===== src/kfpi_pkg.sv =====
// Package for the keyframe pose interpolator: widths, command codes,
// sequencer states and the divider control struct. No dependencies.
`default_nettype none
package kfpi_pkg;
    localparam int FRAME_DEPTH = 64;
    localparam int FRAC_BITS   = 16;
    localparam int FA_W        = $clog2(FRAME_DEPTH);
    localparam int FC_W        = $clog2(FRAME_DEPTH + 1);
    localparam int NUM_CH      = 6;
    localparam int NUM_ANIM    = 5;
    localparam logic [31:0] QUARTER = 32'(1) << (FRAC_BITS - 2);
    localparam logic [7:0]  STEP_RESET = 8'd50;

    localparam logic [2:0] CMD_TICK  = 3'd0;
    localparam logic [2:0] CMD_PLAY  = 3'd1;
    localparam logic [2:0] CMD_SAVE  = 3'd2;
    localparam logic [2:0] CMD_REARM = 3'd3;
    localparam logic [2:0] CMD_NUDGE = 3'd4;

    typedef enum logic [2:0] {
        ST_IDLE,
        ST_SAVE,
        ST_RDA,
        ST_RDB,
        ST_DIV_GO,
        ST_DIV_WAIT,
        ST_OUT
    } t_state;

    typedef struct packed {
        logic        start;
        logic [32:0] dividend;
        logic [7:0]  divisor;
    } t_div_req;

    typedef struct packed {
        logic        done;
        logic [31:0] quotient;
    } t_div_rsp;
endpackage
`default_nettype wire


===== src/kfpi_div.sv =====
// Shared serial signed divider: 33-bit dividend by 8-bit unsigned divisor,
// one quotient bit per cycle, truncating toward zero. Uses kfpi_pkg.
`default_nettype none
module kfpi_div (
    input  wire logic              i_clk,
    input  wire logic              i_rst_n,
    input  wire kfpi_pkg::t_div_req i_req,
    output kfpi_pkg::t_div_rsp      o_rsp
);
    logic [32:0] r_quo, n_quo;
    logic [8:0]  r_rem, n_rem;
    logic [7:0]  r_dvs, n_dvs;
    logic        r_neg, n_neg;
    logic [5:0]  r_cnt, n_cnt;
    logic        r_busy, n_busy;
    logic        r_done, n_done;
    logic [32:0] mag;
    logic [8:0]  trial;
    logic [32:0] qs;

    always_comb begin
        mag    = i_req.dividend[32] ? (33'd0 - i_req.dividend) : i_req.dividend;
        n_quo  = r_quo;
        n_rem  = r_rem;
        n_dvs  = r_dvs;
        n_neg  = r_neg;
        n_cnt  = r_cnt;
        n_busy = r_busy;
        n_done = 1'b0;
        trial  = {r_rem[7:0], r_quo[32]};
        if (i_req.start) begin
            n_quo  = mag;
            n_rem  = 9'd0;
            n_dvs  = (i_req.divisor == 8'd0) ? 8'd1 : i_req.divisor;
            n_neg  = i_req.dividend[32];
            n_cnt  = 6'd33;
            n_busy = 1'b1;
        end else if (r_busy) begin
            if (trial >= {1'b0, r_dvs}) begin
                n_rem = trial - {1'b0, r_dvs};
                n_quo = {r_quo[31:0], 1'b1};
            end else begin
                n_rem = trial;
                n_quo = {r_quo[31:0], 1'b0};
            end
            n_cnt = r_cnt - 6'd1;
            if (r_cnt == 6'd1) begin
                n_busy = 1'b0;
                n_done = 1'b1;
            end
        end
    end

    always_ff @(posedge i_clk) begin
        if (!i_rst_n) begin
            r_busy <= 1'b0;
            r_done <= 1'b0;
            r_cnt  <= 6'd0;
        end else begin
            r_busy <= n_busy;
            r_done <= n_done;
            r_cnt  <= n_cnt;
        end
        r_quo <= n_quo;
        r_rem <= n_rem;
        r_dvs <= n_dvs;
        r_neg <= n_neg;
    end

    assign qs = r_neg ? (33'd0 - r_quo) : r_quo;
    assign o_rsp.done     = r_done;
    assign o_rsp.quotient = qs[31:0];
endmodule
`default_nettype wire


===== config.mk =====
export PLATFORM = sky130hd
export DESIGN_NAME = kfpi_div
export DESIGN_NICKNAME = d
export VERILOG_FILES = /design/src/kfpi_pkg.sv /design/src/kfpi_div.sv
export SDC_FILE = /design/constraint.sdc
export NUM_CORES = 1
export LEC_CHECK = 0
export BUFFER_PORTS_ARGS = -buffer_cell sky130_fd_sc_hd__buf_2
export CORE_UTILIZATION = 55
export DETAILED_ROUTE_END_ITERATION = 8
export PLACE_DENSITY = 0.79
export SLEW_MARGIN = 30
export SYNTH_ARGS = -nofsm -noshare
export SYNTH_HDL_FRONTEND = slang
export SYNTH_SLANG_ARGS = --single-unit

===== constraint.sdc =====
create_clock -name i_clk -period 2.8 [get_ports i_clk]
set_input_delay 0.42 -clock i_clk [delete_from_list [all_inputs] [get_ports i_clk]]
set_output_delay 0.42 -clock i_clk [all_outputs]
set_load 0.05 [all_outputs]

==> metrics.yaml, run 1 <==
logic_synthesis:
  synth_warnings: 0
  synth_area_per_cell_um2: 9.11
  synth_fp_nets: 527
  seq_area_frac_synth: 0.369
  synth_edf_count: 42
  synth_cell_types: 59
  synthFlopType: "edfxtp_1"
  syn_area_um2: 4280
  ys_ff_latch: 58
  syn_inst: 470
  async_flop_share: 0
clocking:
  cts_tree: "yes"
  cts_made_buffers: 9
  clock_path_buffers: 2
  cts.sinks: 58
  htree_levels: 3
  insertion_delay_ps: 340
  root_buffer: "clkbuf_8"
  clkTransAtPathRegs_ps: 70
power_and_ir_drop:
  totalPowerFinal_mw: 3.15
  p_int_mw: 2.01
  sw_frac_of_total: 0.362
  seqPwrFrac: 0.352
  p_switching_mw: 1.14
  power_density_nw_per_um2: 591
  leakage_nw: 2.09
  combPwrFrac: 0.356
  pwr-share-clk: 0.291
  ir_drop_v: 0.000455
grt:
  grt_overflow: 0
  grtUsageTotal: 0.255
  grt_max_degree: 55
  grt_pass1_wl_mm: 16.5
  grt_antenna_before_repair: 0
  grt_pass1_vias: 3668
run_status:
  violations: "negative setup slack"
  outcome: "finished, violations left"
job:
  maxCapViolCount: 0
detailed_routing:
  ant_nets: 0
  drc: 0
  drtPass1Iterations: 5
  viasPerCell: 5.85
  post_drt_wl_per_cell_um: 15.9
  dr.first_iter.drc_count: 212
  vias: 3892
  wirelength_mm: 10.5
floorplan:
  die-area_um2: 8140
  rows: 31
  die_w_um: 90.2
  initial_core_util: 0.581
  coreArea_um2: 7370
  top_level_ports: 77
  die-height_um: 90.2
setup_path:
  cpMaxStageDelayCell: "or4_4"
  worstSetupEndpointType: "primary output"
  cp_num_buf_inv: 1
  critical_path.max_fanout: 4
  path_delay_family: "simple AND/OR/NAND/NOR gates"
  crit_required_ps: 2380
  cpPeakStageDelay_ps: 560
  crit_arrival_ps: 2480
  path_cells: "or4_4 > nor4_4 > nand3_2 > o41ai_2 > xnor2_1 > buf_4"
  start_kind: "flip-flop"
  critPathKind: "flip-flop to primary output"
timing:
  hold_viol: 0
  final_max_slew_viol_count: 0
  fin_crit_sh: 1.03
  worst_pin_slew_ps: 722
  hold_ws_ps: 272
  maxSlewHeadroom: 0.515
  finalWorstSetupSlack_ps: -95.2
  fin_skew_ps: 7.16
  rsz0062_at_grt: "yes"
  post-route-min-period_ps: 2900
  setup_viol: 8
  clock.fmax_mhz: 345
place:
  gp_congestion: 0.872
  portBuffers: 76
  dpl_cell_area_um2: 4760
  hpwl_mm: 7.04
cells_and_area:
  nNetsFinal: 618
  utilization: 0.724
  area_delta_synth_final_pct: 24.6
  drive_above_1_share: 0.302
  diodes: 0
  final_area_um2: 5330
hold_path:
  hp-class: "primary input to flip-flop"
## timing repair
item,CTS,global route
endpoints found under the hold margin,0,0
setup buffers,18,1
setup endpoints to repair,19,20
pin swaps,7,4
hold buffers,0,0
resized for setup,22,33
## metal layers
layer,track usage,vias up,share of wire
met1,0.312,1832,0.42
met3,0.0457,18,0.060
li1,-,1907,-
met2,0.434,135,0.50
met4,0.117,0,0.018
met5,0,-,0
## per-stage QoR
| stage | setup TNS, ps | setup WS [ps] | instances |
|---|---|---|---|
| floorplan | 0 | 192 | 470 |
| global placement | 0 | 144 | 629 |
| detailed placement | 0 | 57.9 | 629 |
| CTS | -300 | -80.5 | 663 |
| global route | -1800 | -205 | 665 |
| finish | -410 | -95.2 | 665 |
## power by group through the flow
stage               Combinational, mW  Clock, mW  Sequential [mW]
finish                           1.12      0.918             1.11
global route                     1.20      0.964             1.12
CTS                              1.08      0.928             1.11
detailed placement              0.996          0             1.14
global placement                0.978          0             1.13
floorplan                       0.765          0             1.11
## kinds of logic (layout without fill, tap and decap cells)
group | count (synthesis) | count (layout) | synth area share
adders and majority gates | 13 | 13 | 0.0398
AOI/OAI and AO/OA | 120 | 120 | 0.196
and+or+nand+nor | 161 | 161 | 0.205
muxes | 4 | 4 | 0.0102
buffers and inverters | 48 | 144 | 0.0444
xor gates and xnor gates | 66 | 66 | 0.135
DFF | 58 | 58 | 0.369
## cell usage in the layout, fill, tap and decap left out, types with 4 or more instances in the layout
master     n
o31ai_1   10
o21ai_0   23
inv_1     18
nor2_1    50
xnor2_1   39
nand3_1   13
buf_4     47
o311ai_0   4
nor4_1     4
buf_2     57
or4_4      6
nor3_1     7
nor2b_1    5
nand2b_1   5
a21oi_1   35
or2_2      6
o41ai_2    6
dfxtp_1   16
ha_1      12
edfxtp_1  42
xor2_1    27
nand2_1   31
o41ai_1    7
a311oi_1   5
clkbuf_8   9
## path summary, 6_finish.rpt
kind	start	to	slack (ps)	cells after the start
max	r_quo[9]	o_rsp[27]	-100	6
min	i_req[2]	r_dvs[2]	270	1
max reg2reg	r_rem[5]	r_rem[5]	590	5
min reg2reg	r_cnt[1]	r_cnt[1]	510	2
## registers in the layout, summed over array words and instances (netlist names)
name and flops:
r_rem 8, r_dvs 8, r_done 1, r_busy 1
r_neg 1, r_quo 33, r_cnt 6
## cell type report
cell class	count	area [um^2]
multi-input combinational	364	2640
fill	556	2040
sequential	58	1580
timing repair buffer	109	687
clock buffer	9	124
tap	99	124
clock inverter	7	108
inverter	19	71.3
## cells in the mapped netlist, drive strengths merged (2+ instances only)
master | count | area (um^2)
a2111o | 3 | 33.8
a211oi | 3 | 22.5
a21boi | 2 | 15.0
a21o | 3 | 22.5
a21oi | 35 | 175
a311oi | 5 | 43.8
buf | 7 | 36.3
clkbuf | 22 | 82.6
dfxtp | 16 | 320
edfxtp | 42 | 1260
ha | 12 | 150
inv | 18 | 67.6
mux2 | 3 | 33.8
nand2 | 32 | 120
nand2b | 5 | 31.3
nand3 | 17 | 100
nand4 | 5 | 43.8
nor2 | 53 | 199
nor2b | 5 | 31.3
nor3 | 9 | 50.1
nor4 | 9 | 105
o21a | 2 | 15.0
o21ai | 27 | 135
o311ai | 4 | 35.0
o31ai | 14 | 105
o41ai | 14 | 168
or2 | 7 | 43.8
or3 | 6 | 41.3
or4 | 8 | 76.3
xnor2 | 39 | 342
xor2 | 27 | 236
Note: power is estimated with default switching activity, not from simulation.
==> run 2, diff against run 1 <==
- CORE_UTILIZATION: 55 -> 45
- PLACE_DENSITY: 0.79 -> 0.67
==> run 2 against run 1 <==
Largest cell class unchanged; fmax increased by 1.0%; first-iteration DRC count decreased by 17%; power decreased by 9.1%; critical path depth unchanged; sequential share of layout area increased by 0.64 points; the flow still finishes with violations (negative setup slack); design area decreased by 2.1%; global-route usage decreased by 3.5 points.
==> metrics.yaml, run 2 (synthesis gave the netlist of run 1 again) <==
run_status:
  outcome: "finished, violations left"
  violations: "negative setup slack"
cells_and_area:
  area_delta_synth_final_pct: 22.0
  regArea_um2: 1580  # unchanged
  fill_cells: 846  # +52%
  utilization: 0.565  # -0.159
  drive_above_1_share: 0.290  # -0.0121
  regMostFlops: "r_quo"
  reg_top3: "r_quo x33, r_dvs x8, r_rem x8"
  largest_reg_flops: 33  # unchanged
  stdcell_count: 691  # +3.9%
  final_cell_mix: "55 x buf_2, 50 x nor2_1, 44 x buf_4"
  final_area_um2: 5220  # -2.1%
  final_common_cell: "buf_2"
  diodes: 0  # unchanged
  multi_input_area_um2: 2590  # -1.9%
  nNetsFinal: 614  # -0.65%
detailed_routing:
  wirelength_mm: 10.2  # -3.3%
  vias: 3787  # -2.7%
  dr.first_iter.drc_count: 175  # -17%
  post_drt_wl_per_cell_um: 14.8  # -6.9%
  drc: 0  # unchanged
  ant_nets: 0  # unchanged
  drtPass1Iterations: 4  # -1
  viasPerCell: 5.48  # -6.4%
place:
  gp_congestion: 0.830  # -4.8%
  placedCellCount: 662  # +5.2%
  hpwl_mm: 7.42  # +5.4%
  dpl_cell_area_um2: 4820  # +1.3%
  dp_slack_ps: 80.4  # +22.5 ps
  portBuffers: 76  # unchanged
timing:
  rsz0062_at_grt: "yes"
  clock.fmax_mhz: 349  # +1.0%
  final_max_slew_viol_count: 0  # unchanged
  maxSlewHeadroom: 0.482  # -0.0336
  post-route-min-period_ps: 2870  # -29.7 ps
  finalWorstSetupSlack_ps: -65.5  # +29.7 ps
  fin_skew_ps: 7.75  # +0.588 ps
  worst_pin_slew_ps: 772  # +50.0 ps
  hold_viol: 0  # unchanged
  fin_crit_sh: 1.02  # -0.0106
  setup_viol: 6  # -2
grt:
  grtUsageTotal: 0.220  # -0.0348
  grt_antenna_before_repair: 0  # unchanged
  grt_use_met1: 0.282  # -0.0301
  top_usage_layer: "met2"
  grt_overflow: 0  # unchanged
  use_met2: 0.378  # -0.0568
  grt_pass1_vias: 3642  # -0.71%
  grt_max_degree: 50  # -9.1%
  grt_pass1_wl_mm: 17.3  # +4.3%
  use_met3: 0.0281  # -0.0176
clocking:
  cts_tree: "yes"
  root_buffer: "clkbuf_8"
  clock_path_buffers: 2  # unchanged
  htree_levels: 3  # unchanged
  clkTransAtPathRegs_ps: 70  # about the same
  insertion_delay_ps: 330  # about the same
  hold_buffers: 0  # unchanged
  cts.sinks: 58  # unchanged
  cts_made_buffers: 9  # unchanged
setup_path:
  crit_arrival_ps: 2450  # -30 ps
  ff2ff_path_depth: 7  # +2
  start_kind: "flip-flop"
  crit_required_ps: 2380  # about the same
  critical_path.max_fanout: 4  # unchanged
  worstSetupEndpointType: "primary output"
  critPathKind: "flip-flop to primary output"
floorplan:
  coreArea_um2: 9240  # +25%
  initial_core_util: 0.463  # -0.118
  rows: 35  # +13%
  die-area_um2: 9910  # +22%
  die-height_um: 99.5  # +10%
  top_level_ports: 77  # unchanged
  die_w_um: 99.5  # +10%
hold_path:
  hp-class: "primary input to flip-flop"
  whs_path_depth: 1  # unchanged
power_and_ir_drop:
  seqPwrFrac: 0.386  # +0.034
  p_int_mw: 1.74  # -14%
  power_density_nw_per_um2: 549  # -7.2%
  combPwrFrac: 0.389  # +0.033
  ir_drop_v: 0.000316  # -31%
  sw_frac_of_total: 0.394  # +0.0323
  p_switching_mw: 1.13  # -1.0%
  leakage_nw: 2.00  # -4.2%
  pwr-share-clk: 0.225  # -0.066
job:
  maxCapViolCount: 0  # unchanged
==> run 2: changes by cell type in the layout (fill, tap and decap cells not counted), moves of 2 or more <==
cell	change
o31ai_4	-2
buf_4	-3
clkbuf_4	+2
bufinv_16	-3
o21ai_1	+6
buf_2	-2
o21ai_0	-5
clkinvlp_4	+2
==> run 2: worst max-delay path: stages, from the launching register on <==
cell	delay, ps
edfxtp_1	440
or3_4	420
nor4_4	390
nand3_2	210
o41ai_2	260
xnor2_1	160
buf_4	220
==> run 2: per-stage QoR <==
stage,power (mW),hold WS (ps),setup TNS [ps]
detailed placement,2.14,491,0
floorplan,1.88,469,0
CTS,2.85,266,-305
global placement,2.13,483,0
finish,2.86,276,-245
global route,3.01,264,-1250
==> run 2: cell type report <==
cell class / count / area share
Clock buffer: 9 / 0.0237
Tap cell: 129 / 0.0309
Clock inverter: 7 / 0.00695
Sequential cell: 58 / 0.303
Multi-Input combinational cell: 364 / 0.496
Timing Repair Buffer: 105 / 0.126
Inverter: 19 / 0.0137
==> run 2: what timing repair did <==
action,CTS,global route
buffers inserted,10,3
resized for setup,32,22
endpoints found under the setup margin,19,21
pin swaps,10,4
==> run 2: worst paths after layout <==
kind                             endpoint  slack (ps)      start
worst max-delay path            o_rsp[27]         -70  r_quo[15]
worst min-delay path             r_dvs[5]         280   i_req[5]
worst max register to register   r_rem[0]         440   r_dvs[6]
worst min register to register   r_cnt[1]         510   r_cnt[1]
==> run 2: routing by layer <==
layer	share of wire	vias to the layer above
li1	-	1897
met1	0.43	1757
met2	0.50	120
met3	0.062	13
met4	0.013	0
met5	0	-
==> run 2: power groups by stage <==
stage | clock (mW) | combinational (mW) | sequential (mW)
2_1_floorplan | 0 | 0.765 | 1.11
3_3_place_gp | 0 | 1.01 | 1.12
3_5_place_dp | 0 | 1.02 | 1.13
4_1_cts | 0.658 | 1.09 | 1.10
5_1_grt | 0.690 | 1.20 | 1.12
6_report | 0.645 | 1.11 | 1.11
